**src/hw/rtl/pts_pkg.sv**
```systemverilog
// shared types and constants of the three-level preemptive task scheduler
package pts_pkg;

	localparam int NUM_LEVELS = 3;
	localparam int LVL_W = 2;
	localparam int TAG_W = 16;
	localparam int DUR_W = 8;
	localparam int PRIO_W = 2;

	localparam int QUEUE_DEPTH_DEF = 2;
	localparam int STACK_DEPTH_DEF = 8;

	typedef struct packed {
		logic [TAG_W-1:0] tag;
		logic [DUR_W-1:0] dur;
	} fifo_entry_t;

	typedef struct packed {
		logic [TAG_W-1:0]  tag;
		logic [DUR_W-1:0]  dur;
		logic [PRIO_W-1:0] prio;
	} task_t;

	typedef struct packed {
		logic                  accepted;
		logic [NUM_LEVELS-1:0] nonempty;
	} fifo_status_t;

endpackage

```
**src/hw/rtl/preemptive_priority_task_scheduler_top.sv**
```systemverilog
// Three-level preemptive priority task scheduler.
// Each input word is one scheduler tick and may carry an arriving task
// (arrival_valid) with its level 0..2, service time and tag. The task joins
// its level's ring fifo or is refused when that fifo is full (or level 3);
// the source then presents it again on a later tick.
// Per tick: the preemption stack top resumes if the processor is idle or
// runs a worse level, the best non-empty level dispatches or preempts (level
// 2 never preempts), the running task is served one tick and retires at zero.
// Each tick yields exactly one output word.
// A word taken into the input register has its result registered in the result
// register once that register is empty or its word is taken (out_stall low).
// Throughput: one tick per cycle while out_stall does not hold the result; the
// whole decision is combinational because the next tick needs the state this one leaves.
// Reset empties the fifos and the stack and leaves the processor idle.
// When out_stall is high the result is held; an empty input register still
// takes one more word, after which in_stall stays high until the result drains.
module preemptive_priority_task_scheduler_top #(
	parameter int QUEUE_DEPTH = pts_pkg::QUEUE_DEPTH_DEF,
	parameter int STACK_DEPTH = pts_pkg::STACK_DEPTH_DEF
) (
	input  logic                       clk,
	input  logic                       arst_n,
	input  logic                       in_valid,
	output logic                       in_stall,
	input  logic                       arrival_valid,
	input  logic [pts_pkg::PRIO_W-1:0] arrival_priority,
	input  logic [pts_pkg::DUR_W-1:0]  arrival_duration,
	input  logic [pts_pkg::TAG_W-1:0]  arrival_tag,
	output logic                       out_valid,
	input  logic                       out_stall,
	output logic                       arrival_accepted,
	output logic                       running_valid,
	output logic [pts_pkg::TAG_W-1:0]  running_tag,
	output logic [pts_pkg::PRIO_W-1:0] running_priority,
	output logic [pts_pkg::DUR_W-1:0]  remaining_ticks,
	output logic                       task_finished,
	output logic                       all_idle,
	output logic                       stack_overflow
);

	localparam int LW  = $clog2(STACK_DEPTH + 1);
	localparam int SIW = $clog2(STACK_DEPTH);

	// input register
	logic                       valid_s1;
	logic                       arr_valid_s1;
	logic [pts_pkg::PRIO_W-1:0] arr_prio_s1;
	pts_pkg::fifo_entry_t       arr_entry_s1;

	// scheduler state
	pts_pkg::task_t stack_q [STACK_DEPTH];
	logic [LW-1:0]  lvl_q;
	pts_pkg::task_t cur_q;
	logic           cur_v_q;

	// result register
	logic                       out_valid_q;
	logic                       accepted_q;
	logic                       run_v_q;
	logic [pts_pkg::TAG_W-1:0]  run_tag_q;
	logic [pts_pkg::PRIO_W-1:0] run_prio_q;
	logic [pts_pkg::DUR_W-1:0]  rem_q;
	logic                       fin_q;
	logic                       idle_q;
	logic                       ovf_q;

	logic in_accept;
	logic step;

	pts_pkg::fifo_status_t                          fstat;
	pts_pkg::fifo_entry_t [pts_pkg::NUM_LEVELS-1:0] heads;

	logic [LW-1:0]              lvl_dec;
	pts_pkg::task_t             top;
	logic                       resume;
	logic                       wa;
	pts_pkg::task_t             cur1;
	logic                       v1;
	logic [LW-1:0]              lvl1;
	logic                       found;
	logic [pts_pkg::LVL_W-1:0]  best;
	pts_pkg::task_t             disp;
	logic                       pop;
	logic                       wb;
	logic                       ovf;
	pts_pkg::task_t             cur2;
	logic                       v2;
	logic [LW-1:0]              lvl2;
	logic [pts_pkg::DUR_W-1:0]  rem;
	logic                       fin;
	pts_pkg::task_t             cur_n;
	logic                       idle;

	assign step      = valid_s1 && (!out_valid_q || !out_stall);
	assign in_stall  = valid_s1 && !step;
	assign in_accept = in_valid && !in_stall;

	pts_level_fifos #(
		.QUEUE_DEPTH(QUEUE_DEPTH)
	) u_fifos (
		.clk      (clk),
		.arst_n   (arst_n),
		.step     (step),
		.arr_valid(arr_valid_s1),
		.arr_prio (arr_prio_s1),
		.arr_entry(arr_entry_s1),
		.pop      (pop),
		.pop_level(best),
		.status   (fstat),
		.heads    (heads)
	);

	always_comb begin
		lvl_dec = lvl_q - LW'(1);
		top = stack_q[lvl_dec[SIW-1:0]];

		// stack resume; a displaced running task takes the popped slot
		cur1   = cur_q;
		v1     = cur_v_q;
		lvl1   = lvl_q;
		wa     = 1'b0;
		resume = (lvl_q != '0) && (!cur_v_q || (cur_q.prio > top.prio));
		if (resume) begin
			cur1 = top;
			v1   = 1'b1;
			if (cur_v_q)
				wa = 1'b1;
			else
				lvl1 = lvl_dec;
		end

		// best non-empty level
		found = 1'b1;
		if (fstat.nonempty[0])
			best = pts_pkg::LVL_W'(0);
		else if (fstat.nonempty[1])
			best = pts_pkg::LVL_W'(1);
		else if (fstat.nonempty[2])
			best = pts_pkg::LVL_W'(2);
		else begin
			best  = pts_pkg::LVL_W'(0);
			found = 1'b0;
		end
		disp.tag  = heads[best].tag;
		disp.dur  = heads[best].dur;
		disp.prio = best;

		cur2 = cur1;
		v2   = v1;
		lvl2 = lvl1;
		pop  = 1'b0;
		wb   = 1'b0;
		ovf  = 1'b0;
		if (found) begin
			if (!v1) begin
				cur2 = disp;
				v2   = 1'b1;
				pop  = 1'b1;
			end else if (cur1.prio > best) begin
				if (lvl1 < LW'(STACK_DEPTH)) begin
					wb   = 1'b1;
					lvl2 = lvl1 + LW'(1);
					cur2 = disp;
					pop  = 1'b1;
				end else begin
					ovf = 1'b1;
				end
			end
		end

		// serve one tick, saturating at zero
		rem = (cur2.dur != '0) ? cur2.dur - pts_pkg::DUR_W'(1) : '0;
		fin = v2 && (rem == '0);
		cur_n = cur2;
		cur_n.dur = rem;
		idle = !v2 && (fstat.nonempty == '0) && (lvl2 == '0);
	end

	always_ff @(posedge clk) begin
		if (in_accept) begin
			arr_valid_s1     <= arrival_valid;
			arr_prio_s1      <= arrival_priority;
			arr_entry_s1.tag <= arrival_tag;
			arr_entry_s1.dur <= arrival_duration;
		end
		if (step) begin
			for (int i = 0; i < STACK_DEPTH; i++) begin
				if (wa && (lvl_dec[SIW-1:0] == SIW'(i)))
					stack_q[i] <= cur_q;
				else if (wb && (lvl1[SIW-1:0] == SIW'(i)))
					stack_q[i] <= cur1;
			end
			accepted_q <= fstat.accepted;
			run_v_q    <= v2;
			run_tag_q  <= v2 ? cur2.tag : '0;
			run_prio_q <= v2 ? cur2.prio : '0;
			rem_q      <= v2 ? rem : '0;
			fin_q      <= fin;
			idle_q     <= idle;
			ovf_q      <= ovf;
		end
	end

	always_ff @(posedge clk or negedge arst_n) begin
		if (!arst_n) begin
			valid_s1    <= 1'b0;
			out_valid_q <= 1'b0;
			lvl_q       <= '0;
			cur_q       <= '0;
			cur_v_q     <= 1'b0;
		end else begin
			valid_s1    <= in_accept || (valid_s1 && !step);
			out_valid_q <= step || (out_valid_q && out_stall);
			if (step) begin
				lvl_q   <= lvl2;
				cur_q   <= cur_n;
				cur_v_q <= v2 && !fin;
			end
		end
	end

	assign out_valid        = out_valid_q;
	assign arrival_accepted = accepted_q;
	assign running_valid    = run_v_q;
	assign running_tag      = run_tag_q;
	assign running_priority = run_prio_q;
	assign remaining_ticks  = rem_q;
	assign task_finished    = fin_q;
	assign all_idle         = idle_q;
	assign stack_overflow   = ovf_q;

endmodule

```
**src/hw/rtl/pts_level_fifos.sv**
```systemverilog
// per-level ring fifos with arrival write, head bypass and dispatch pop
module pts_level_fifos #(
	parameter int QUEUE_DEPTH = pts_pkg::QUEUE_DEPTH_DEF
) (
	input  logic                                        clk,
	input  logic                                        arst_n,
	input  logic                                        step,
	input  logic                                        arr_valid,
	input  logic [pts_pkg::PRIO_W-1:0]                  arr_prio,
	input  pts_pkg::fifo_entry_t                        arr_entry,
	input  logic                                        pop,
	input  logic [pts_pkg::LVL_W-1:0]                   pop_level,
	output pts_pkg::fifo_status_t                       status,
	output pts_pkg::fifo_entry_t [pts_pkg::NUM_LEVELS-1:0] heads
);

	localparam int HW = (QUEUE_DEPTH > 1) ? $clog2(QUEUE_DEPTH) : 1;
	localparam int CW = $clog2(QUEUE_DEPTH + 1);
	localparam int SW = CW + 1;

	pts_pkg::fifo_entry_t mem_q [pts_pkg::NUM_LEVELS][QUEUE_DEPTH];
	logic [HW-1:0] head_q [pts_pkg::NUM_LEVELS];
	logic [CW-1:0] cnt_q  [pts_pkg::NUM_LEVELS];

	logic [pts_pkg::NUM_LEVELS-1:0] hit;
	logic [pts_pkg::NUM_LEVELS-1:0] pop_lv;
	logic [HW-1:0] wr_slot [pts_pkg::NUM_LEVELS];
	logic [CW-1:0] cnt_a   [pts_pkg::NUM_LEVELS];
	logic [SW-1:0] slot_sum [pts_pkg::NUM_LEVELS];

	always_comb begin
		for (int lv = 0; lv < pts_pkg::NUM_LEVELS; lv++) begin
			hit[lv] = arr_valid && (arr_prio == pts_pkg::PRIO_W'(lv))
				&& (cnt_q[lv] < CW'(QUEUE_DEPTH));
			// head plus fill stays below twice the depth
			slot_sum[lv] = SW'(head_q[lv]) + SW'(cnt_q[lv]);
			if (slot_sum[lv] >= SW'(QUEUE_DEPTH))
				wr_slot[lv] = HW'(slot_sum[lv] - SW'(QUEUE_DEPTH));
			else
				wr_slot[lv] = HW'(slot_sum[lv]);
			cnt_a[lv] = cnt_q[lv] + CW'(hit[lv]);
			status.nonempty[lv] = (cnt_a[lv] != '0);
			// an empty level hands the arriving word straight to dispatch
			if (cnt_q[lv] == '0)
				heads[lv] = arr_entry;
			else
				heads[lv] = mem_q[lv][head_q[lv]];
			pop_lv[lv] = pop && (pop_level == pts_pkg::LVL_W'(lv));
		end
		status.accepted = |hit;
	end

	always_ff @(posedge clk) begin
		if (step) begin
			for (int lv = 0; lv < pts_pkg::NUM_LEVELS; lv++) begin
				if (hit[lv])
					mem_q[lv][wr_slot[lv]] <= arr_entry;
			end
		end
	end

	always_ff @(posedge clk or negedge arst_n) begin
		if (!arst_n) begin
			for (int lv = 0; lv < pts_pkg::NUM_LEVELS; lv++) begin
				head_q[lv] <= '0;
				cnt_q[lv]  <= '0;
			end
		end else if (step) begin
			for (int lv = 0; lv < pts_pkg::NUM_LEVELS; lv++) begin
				if (pop_lv[lv]) begin
					if (head_q[lv] == HW'(QUEUE_DEPTH - 1))
						head_q[lv] <= '0;
					else
						head_q[lv] <= head_q[lv] + HW'(1);
					cnt_q[lv] <= cnt_a[lv] - CW'(1);
				end else begin
					cnt_q[lv] <= cnt_a[lv];
				end
			end
		end
	end

endmodule

```
**config.mk**
```make
export PLATFORM = sky130hd
export DESIGN_NAME = preemptive_priority_task_scheduler_top
export DESIGN_NICKNAME = d
export VERILOG_FILES = /design/src/hw/rtl/pts_pkg.sv /design/src/hw/rtl/preemptive_priority_task_scheduler_top.sv /design/src/hw/rtl/pts_level_fifos.sv
export SDC_FILE = /design/constraint.sdc
export NUM_CORES = 1
export LEC_CHECK = 0
export BUFFER_PORTS_ARGS = -buffer_cell sky130_fd_sc_hd__buf_2
export CORE_ASPECT_RATIO = 0.9
export CORE_UTILIZATION = 51
export CTS_CLUSTER_SIZE = 25
export DETAILED_ROUTE_END_ITERATION = 8
export GPL_TIMING_DRIVEN = 0
export PLACE_DENSITY = 0.67
export SYNTH_ARGS = -nofsm -noshare
export SYNTH_HDL_FRONTEND = slang
export SYNTH_SLANG_ARGS = --single-unit
```
**constraint.sdc**
```tcl
create_clock -name clk -period 11.14 [get_ports clk]
set_input_delay 0 -clock clk [delete_from_list [all_inputs] [get_ports clk]]
set_output_delay 0 -clock clk [all_outputs]
set_load 0.02 [all_outputs]
```
==> results.cfg, run 1 <==
[routing]
drtIter0Drc = 1348
antenna_left = 0
post_drt_wl_per_cell_um = 23.9
viasPerCell = 5.94
drc = 0
first_pass_iters = 5
wl_mm = 54.3
vias = 13495

[cts]
tritoncts = built
ctsHtreeMaxLevel = 2
clk_pin_slew_ns = 0.06
cts_sinks = 452
clockRootBuffer = clkbuf_16
cts_buffers = 48
clk_latency_ns = 0.60
cts_setup_buffers = 0
clock_path_buffers = 3

[placement]
gp_congestion = 0.902
dp_slack_ns = 0.919
post-dp-hpwl_mm = 34.9
port_buffers = 63

[finish]
fin_nets = 1739
diodes = 0
fin_util_pct = 59.5
layout-drive-gt1-share_pct = 25.8
area_delta_synth_final_pct = 15.1

[synthesis]
synth_warnings = 0
netlist.area_leader.share_pct = 57.0
ys_ff_latch = 452
synth_edf_count = 410
synth.area.top_cells = edfxtp_1, mux2_2, mux4_2
synth_common_cells = edfxtp_1, mux2_2, nand2_1
ys_seq_area_share_pct = 61.9
syn-instance-count = 1532
avgSynthCellArea_um2 = 14.1
synth_nets = 1586
synth_flop_cell = edfxtp_1
synth_cell_types = 64
synth_most_common_cell = edfxtp_1
synthArstFlopShare_pct = 9.29
syn_area_mm2 = 0.0216
yosys.area.top_type = edfxtp_1

[timing]
rsz0062_at_grt = no
relSlewSlack_pct = 10.4
tightest_slew_ns = 1.34
final.setup.worst_slack_ns = 0.836
slew_viol_final = 0
fin_crit_ns = 10.30
finalCritPeriodShare_pct = 92.5
final-hold-violation-count = 0
clock.fmax_mhz = 97.1
finalHoldWorstSlack_ns = 0.113
finalSetupViolCount = 0
fin_skew_ns = 0.0295

[grt]
grt_antenna_before_repair = 0
grt_first_pass_wirelength_mm = 82.1
track_usage_pct = 25.8
grt_max_degree = 43
overflow = 0
grt_pass1_vias = 13367

[floorplan]
start_util_pct = 51.7
num_io_pins = 64
design.die.area_mm2 = 0.0431
rows = 71
dieHeight_um = 197
die_w_um = 219
coreArea_mm2 = 0.0418

[critical_path]
critical_path_class = flop to flop
cp_max_fo = 26
worstPathRequired_ns = 11.33
cp-end-kind = flop
cp_slowest_cell = a21o_2
slowest_delay_ns = 0.79
arrival_ns = 10.50
startpoint_type = flop

[run_status]
status = finished, final reports clean

[job]
maxCapViolations = 0

[hold_path]
hold_class = primary input to flop
## cell families (layout without fill, tap and decap cells)
| logic type | after synthesis | after routing | share of synthesized area [%] |
|---|---|---|---|
| AOI/OAI and AO/OA | 248 | 248 | 6.97 |
| DFF | 452 | 452 | 61.9 |
| muxes | 344 | 344 | 20.0 |
| xor gates and xnor gates | 21 | 21 | 0.939 |
| buffers and inverters | 141 | 333 | 2.62 |
| adders and majority gates | 23 | 23 | 1.33 |
| and+or+nand+nor | 303 | 303 | 6.27 |
## critical path, delay by kind of cell, from the launching register on
| family | cells | cell delay (ns) |
|---|---|---|
| AND/OR/NAND/NOR | 8 | 1.33 |
| multiplexers | 2 | 0.66 |
| adder cells (fa/ha/maj) | 3 | 0.98 |
| buffers and inverters | 10 | 4.49 |
| AO/OA/AOI/OAI | 4 | 2.04 |
| flip-flops | 1 | 0.37 |
## cell type report
class	count	area, um2
buffer	120	487
tap	547	684
inverter	21	80.1
multi-input combinational	939	7730
clock inverter	21	283
clock buffer	68	1380
fill	3263	16900
timing repair buffer	103	846
sequential	452	13400
## sequential cells by signal, indices dropped and copies added (netlist names), 2 cells and up
signal and count:
arr_entry_s1 24, u_fifos.head_q 3, cur_q 26, arr_prio_s1 2, u_fifos.cnt_q 6, stack_q 208, u_fifos.mem_q 144, remaining_ticks 8
lvl_q 4, running_priority 2, running_tag 16
## through the flow
step                      instance area, um2  cells  TNS (ns)
final                                  24800   2271         0
after global routing                   24800   2271         0
after CTS                              24800   2271         0
after detailed placement               22900   2151         0
after global placement                 22600   2142    -14.47
after floorplan                        21600   1532         0
## layout by cell type, fill, tap and decap left out, drive strengths merged, types with 3 or more instances in the layout
master,synthesis,final
nand2b,4,4
clkinv,2,13
mux2i,103,103
and2,4,4
a21oi,54,54
clkbuf,64,132
nor2,84,84
nor4b,3,3
o221a,3,3
a211oi,3,3
xnor2,17,17
nor3,22,22
mux4,50,50
dfrtp,42,42
o31ai,7,7
or4,4,4
o21ai,120,120
ha,23,23
mux2,191,191
o22ai,28,28
nor2b,3,3
nand3,7,7
dlygate4sd3,0,31
a21o,4,4
or2,3,3
nor4,3,3
bufinv,0,6
xor2,4,4
nand2,141,141
buf,56,128
inv,19,21
and3,12,12
edfxtp,410,410
a211o,16,16
or3,6,6
## worst paths after layout
| check | startpoint | to | slack [ns] | cells after the start |
|---|---|---|---|---|
| setup / recovery | lvl_q[0] | stack_q[1][8] | 0.84 | 27 |
| hold / removal | arrival_tag[15] | arr_entry_s1[23] | 0.11 | 2 |
| setup reg to reg | lvl_q[0] | stack_q[1][8] | 0.84 | 27 |
| hold reg to reg | valid_s1 | out_valid | 0.51 | 1 |
| max in group asynchronous | arst_n | cur_q[23] | 10.22 | 2 |
| min in group asynchronous | arst_n | out_valid | 0.18 | 2 |
## metal layers
metal	up-vias	GRT usage, %	wire length [um]
met4	0	8.56	1460
met2	504	40.1	25200
met3	87	3.17	3360
met5	-	0	0
li1	6139	-	-
met1	6765	37.7	24300
## timing repair
action | in CTS | in global routing
gates resized for setup | 0 | 0
hold endpoints to repair | 71 | 0
hold buffers | 31 | 0
Power of run 1 is left out: the tool's default activity adds up to more than one toggle a clock period on the data nets, which glitch-free logic cannot reach.
==> inputs of run 2 (changes only) <==
--- a/config.mk
+++ b/config.mk
@@ -5,13 +5,13 @@
 export SDC_FILE = /design/constraint.sdc
 export NUM_CORES = 1
 export LEC_CHECK = 0
-export BUFFER_PORTS_ARGS = -buffer_cell sky130_fd_sc_hd__buf_2
+export BUFFER_PORTS_ARGS = -buffer_cell sky130_fd_sc_hd__clkbuf_2
 export CORE_ASPECT_RATIO = 0.9
 export CORE_UTILIZATION = 51
 export CTS_CLUSTER_SIZE = 25
 export DETAILED_ROUTE_END_ITERATION = 8
 export GPL_TIMING_DRIVEN = 0
-export PLACE_DENSITY = 0.67
+export PLACE_DENSITY = 0.69
 export SYNTH_ARGS = -nofsm -noshare
 export SYNTH_HDL_FRONTEND = slang
 export SYNTH_SLANG_ARGS = --single-unit
==> run 2 against run 1 <==
Compared with the run above: critical path depth is the same; critical path type unchanged; die area stayed put; global-route usage is 0.26 points lower; non-clock buffer count grew 2; design area down 0.77%; sequential share of layout area rose by 0.41 points; first-iteration DRC count is 7.0% lower; clock skew is 0.0022 ns higher; final cell count is the same.
==> results.cfg, run 2 (synthesis gave the netlist of run 1 again) <==
[timing]
fin_skew_ns = 0.0317
tns_ns = 0
final-hold-violation-count = 0
slew_viol_final = 0
tightest_slew_ns = 1.32
rsz0062_at_grt = no
clock.fmax_mhz = 95.7
finalCritPeriodShare_pct = 93.8
finalSetupViolCount = 0
relSlewSlack_pct = 12.0
fin_crit_ns = 10.45

[finish]
mostFrequentLayoutCells = edfxtp_1, mux2_2, nand2_1
area_delta_synth_final_pct = 14.2
diodes = 0
layout-drive-gt1-share_pct = 25.2
fin_nets = 1740
largest_register_ffs = 208
final_common_cell = edfxtp_1
largest-register = stack_q

[floorplan]
rows = 71
num_io_pins = 64
dieHeight_um = 197
die_w_um = 219
design.die.area_mm2 = 0.0431
coreArea_mm2 = 0.0418
start_util_pct = 51.7

[grt]
use_met2_pct = 40.0
grt_pass1_vias = 13584
grt_first_pass_wirelength_mm = 81.3
grt_max_degree = 43
grtUsageMet1_pct = 36.6
grt_antenna_before_repair = 0
use_met3_pct = 3.73
grt-busiest-layer = met2
overflow = 0
track_usage_pct = 25.5

[cts]
cts_setup_buffers = 0
cts_sinks = 452
cts_buffers = 47
clockRootBuffer = clkbuf_16
clock_path_buffers = 3
ctsHtreeMaxLevel = 2
tritoncts = built
clk_pin_slew_ns = 0.06
clk_latency_ns = 0.60

[hold_path]
whs_path_depth = 2
hold_class = primary input to flop

[job]
maxCapViolations = 0

[critical_path]
worstPathRequired_ns = 11.35
startpoint_type = flop
arrival_ns = 10.66
r2r_cells = 27
cp_max_fo = 26
slowest_delay_ns = 0.81
critPathTopFamily = buffers and inverters
critical_path_class = flop to flop
cp-end-kind = flop
critPathBufInv = 10
crit_cells = 27
cp_slowest_cell = a21o_2

[routing]
drc = 0
post_drt_wl_per_cell_um = 23.7
viasPerCell = 5.99
antenna_left = 0
wl_mm = 53.8
first_pass_iters = 5
vias = 13609
drtIter0Drc = 1253

[run_status]
status = finished, final reports clean

[placement]
gp_congestion = 0.880
post-dp-hpwl_mm = 34.8
port_buffers = 63
==> run 2: routing by layer <==
| layer | part of all wire (%) | vias up | wire [um] |
|---|---|---|---|
| li1 | - | 6152 | - |
| met1 | 44 | 6897 | 23600 |
| met2 | 47 | 472 | 25100 |
| met3 | 6.6 | 88 | 3530 |
| met4 | 2.9 | 0 | 1580 |
| met5 | 0 | - | 0 |
==> run 2: through the flow <==
stage / hold slack [ns] / utilization (%) / cell area [um2] / instances / worst slack [ns]
floorplan: -0.296 / - / 21600 / 1532 / 3.73
global placement: 0.177 / 54.1 / 22600 / 2142 / -0.709
detailed placement: 0.179 / 54.8 / 22900 / 2151 / 0.871
CTS: 0.0881 / 59.0 / 24600 / 2269 / 0.834
global route: 0.107 / 59.1 / 24700 / 2271 / 0.116
finish: 0.115 / 59.1 / 24700 / 2271 / 0.689
==> run 2: repair_timing <==
item,in CTS,in global routing
gates resized for setup,0,0
hold buffers,31,1
hold endpoints to repair,71,15
==> run 2: final timing paths <==
path,to,slack (ns),from
worst max-delay path,stack_q[2][3],0.69,lvl_q[0]
worst min-delay path,arr_entry_s1[20],0.11,arrival_tag[12]
worst max register to register,stack_q[2][3],0.69,lvl_q[0]
worst min register to register,out_valid,0.50,valid_s1
max in group asynchronous,valid_s1,10.08,arst_n
min in group asynchronous,cur_q[16],0.46,arst_n
==> run 2: final cells by class <==
class | instances | area, um2
inverters | 21 | 80.1
fillers | 3316 | 17100
well taps | 547 | 684
multi-input cells | 939 | 7730
clock inverters | 23 | 153
repair buffers | 105 | 873
clock buffers | 64 | 1290
flip-flops and latches | 452 | 13400
plain buffers | 120 | 487
Power of run 2 is left out for the same reason.
==> inputs of run 3 (changes only) <==
--- a/config.mk
+++ b/config.mk
@@ -11,7 +11,9 @@
 export CTS_CLUSTER_SIZE = 25
 export DETAILED_ROUTE_END_ITERATION = 8
 export GPL_TIMING_DRIVEN = 0
+export HOLD_SLACK_MARGIN = 0.12
 export PLACE_DENSITY = 0.69
 export SYNTH_ARGS = -nofsm -noshare
 export SYNTH_HDL_FRONTEND = slang
+export SYNTH_HIERARCHICAL = 1
 export SYNTH_SLANG_ARGS = --single-unit
==> run 3 against run 2 <==
Compared with the run above: sequential share of layout area is 1.5 points lower; critical path depth is 4 higher; final cell count is 5.2% higher; worst setup slack worse by 0.042 ns; die area is 2.0% higher; fmax is 0.40% lower; worst hold slack better by 0.023 ns; synthesized cell count is 6.9% higher; clock-buffer cell count is 12 lower.
==> results.cfg, run 3 <==
[floorplan]
start_util_pct = 52.2
dieHeight_um = 199
design.die.area_mm2 = 0.0440
die_w_um = 221
rows = 71
num_io_pins = 64
coreArea_mm2 = 0.0422

[synthesis]
syn-instance-count = 1638
synth.area.top_cells = edfxtp_1, mux2_2, mux2i_1
synth_warnings = 6
synth_common_cells = edfxtp_1, nor2_1, mux2_2
ys_ff_latch = 452
avgSynthCellArea_um2 = 13.4
synthArstFlopShare_pct = 9.29
ys_seq_area_share_pct = 60.7
synth_top_family_by_area = multiplexers
muxShareOfSynthArea_pct = 18.9
synth-xor-area-share_pct = 1.02
synth_most_common_cell = edfxtp_1
synth_cell_types = 76
synth_flop_cell = edfxtp_1
netlist.area_leader.share_pct = 55.9
synth_fa_ha_area_share_pct = 1.14
yosys.area.top_type = edfxtp_1
synth_compound_area_share_pct = 6.99
synth_edf_count = 410
synth_nets = 1689
yosys.area_share.simple_pct = 8.20
syn_area_mm2 = 0.0220

[finish]
diodes = 0
mostFrequentLayoutCells = edfxtp_1, nor2_1, mux2_2
fin_nets = 1855
layout-drive-gt1-share_pct = 23.0
area_delta_synth_final_pct = 15.1
largest_register_ffs = 208
final_common_cell = edfxtp_1
largest-register = stack_q

[cts]
cts_sinks = 452
clock_path_buffers = 3
cts_resized = 0
ctsHtreeMaxLevel = 2
clockRootBuffer = clkbuf_16
cts_buffers = 47
clk_latency_ns = 0.59
tritoncts = built
clk_pin_slew_ns = 0.06

[run_status]
status = finished, final reports clean

[critical_path]
cp_slowest_cell = a41o_2
cp-end-kind = flop
worstPathRequired_ns = 11.34
slowest_delay_ns = 0.83
cp_max_fo = 26
critical_path_class = flop to flop
startpoint_type = flop
arrival_ns = 10.69

[timing]
fin_crit_ns = 10.49
final-hold-violation-count = 0
clock.fmax_mhz = 95.3
slew_viol_final = 0
finalSetupViolCount = 0
rsz0062_at_grt = no
tightest_slew_ns = 1.35
finalCritPeriodShare_pct = 94.2
relSlewSlack_pct = 9.94
tns_ns = 0
fin_skew_ns = 0.0203

[routing]
wl_mm = 57.6
post_drt_wl_per_cell_um = 24.1
viasPerCell = 6.02
drc = 0
first_pass_iters = 5
antenna_left = 0
vias = 14399
drtIter0Drc = 1602

[placement]
post-dp-hpwl_mm = 37.5
gp_congestion = 0.897
port_buffers = 63

[grt]
grt_first_pass_wirelength_mm = 87.6
grt_max_degree = 43
grt_pass1_vias = 14052
overflow = 0
grt_antenna_before_repair = 0
track_usage_pct = 26.7

[hold_path]
hold_class = primary input to flop

[job]
maxCapViolations = 0
-- run 3: path summary, 6_finish.rpt --
check                               startpoint  slack, ns  cells past startpoint          endpoint
setup reg to reg                      lvl_q[0]       0.65                     31     stack_q[0][9]
hold / removal             arrival_duration[5]       0.14                      2   arr_entry_s1[5]
hold reg to reg                       cur_q[0]       0.50                      2          cur_q[0]
min in group asynchronous               arst_n       0.40                      3  u_fifos/cnt_q[2]
setup / recovery                      lvl_q[0]       0.65                     31     stack_q[0][9]
max in group asynchronous               arst_n      10.21                      4         cur_q[25]
-- run 3: worst max-delay path: cells and delay by family, from the launching register on --
family | cells | cell delay, ns
multiplexers | 1 | 0.43
AND/OR/NAND/NOR | 9 | 1.47
buffers and inverters | 13 | 4.74
adder cells (fa/ha/maj) | 3 | 0.90
flip-flops | 1 | 0.40
AO/OA/AOI/OAI | 5 | 2.10
-- run 3: final cells by class --
type | count | area (um2)
clock inverters | 36 | 369
fillers | 3232 | 16900
well taps | 547 | 684
multi-input cells | 1028 | 8060
plain buffers | 137 | 604
inverters | 21 | 78.8
repair buffers | 117 | 946
clock buffers | 52 | 1240
flip-flops and latches | 452 | 13400
-- run 3: logic make-up after synthesis --
logic type,Yosys count
flip-flops,452
AND/OR/NAND/NOR,398
multiplexers,337
AO/OA/AOI/OAI,250
buffers and inverters,158
XOR/XNOR,23
adder cells (fa/ha/maj),20
-- run 3: per-layer routing --
metal  vias to the layer above  wire, um  GRT usage [%]  share of wire (%)
li1                       6485         -              -                  -
met2                       590     26100           41.5                 45
met5                         -         0              0                  0
met1                      7239     26300           39.1                 46
met3                        85      3920           3.94                6.8
met4                         0      1300           7.80                2.3
-- run 3: through the flow --
stage / utilization (%) / hold WS [ns] / area [um2] / instances / setup WS [ns]
after detailed placement: 55.1 / 0.179 / 23200 / 2253 / 0.816
after global placement: 54.6 / 0.177 / 23000 / 2248 / -0.223
after global routing: 60.1 / 0.135 / 25300 / 2390 / 0.151
after CTS: 60.0 / 0.120 / 25300 / 2388 / 0.750
after floorplan: - / -0.296 / 22000 / 1638 / 3.75
final: 60.1 / 0.138 / 25300 / 2390 / 0.647
-- run 3: what timing repair did --
item | CTS | global route
endpoints found under the hold margin | 71 | 9
buffers inserted | 0 | 0
hold buffers | 47 | 1
Power of run 3 is left out for the same reason.
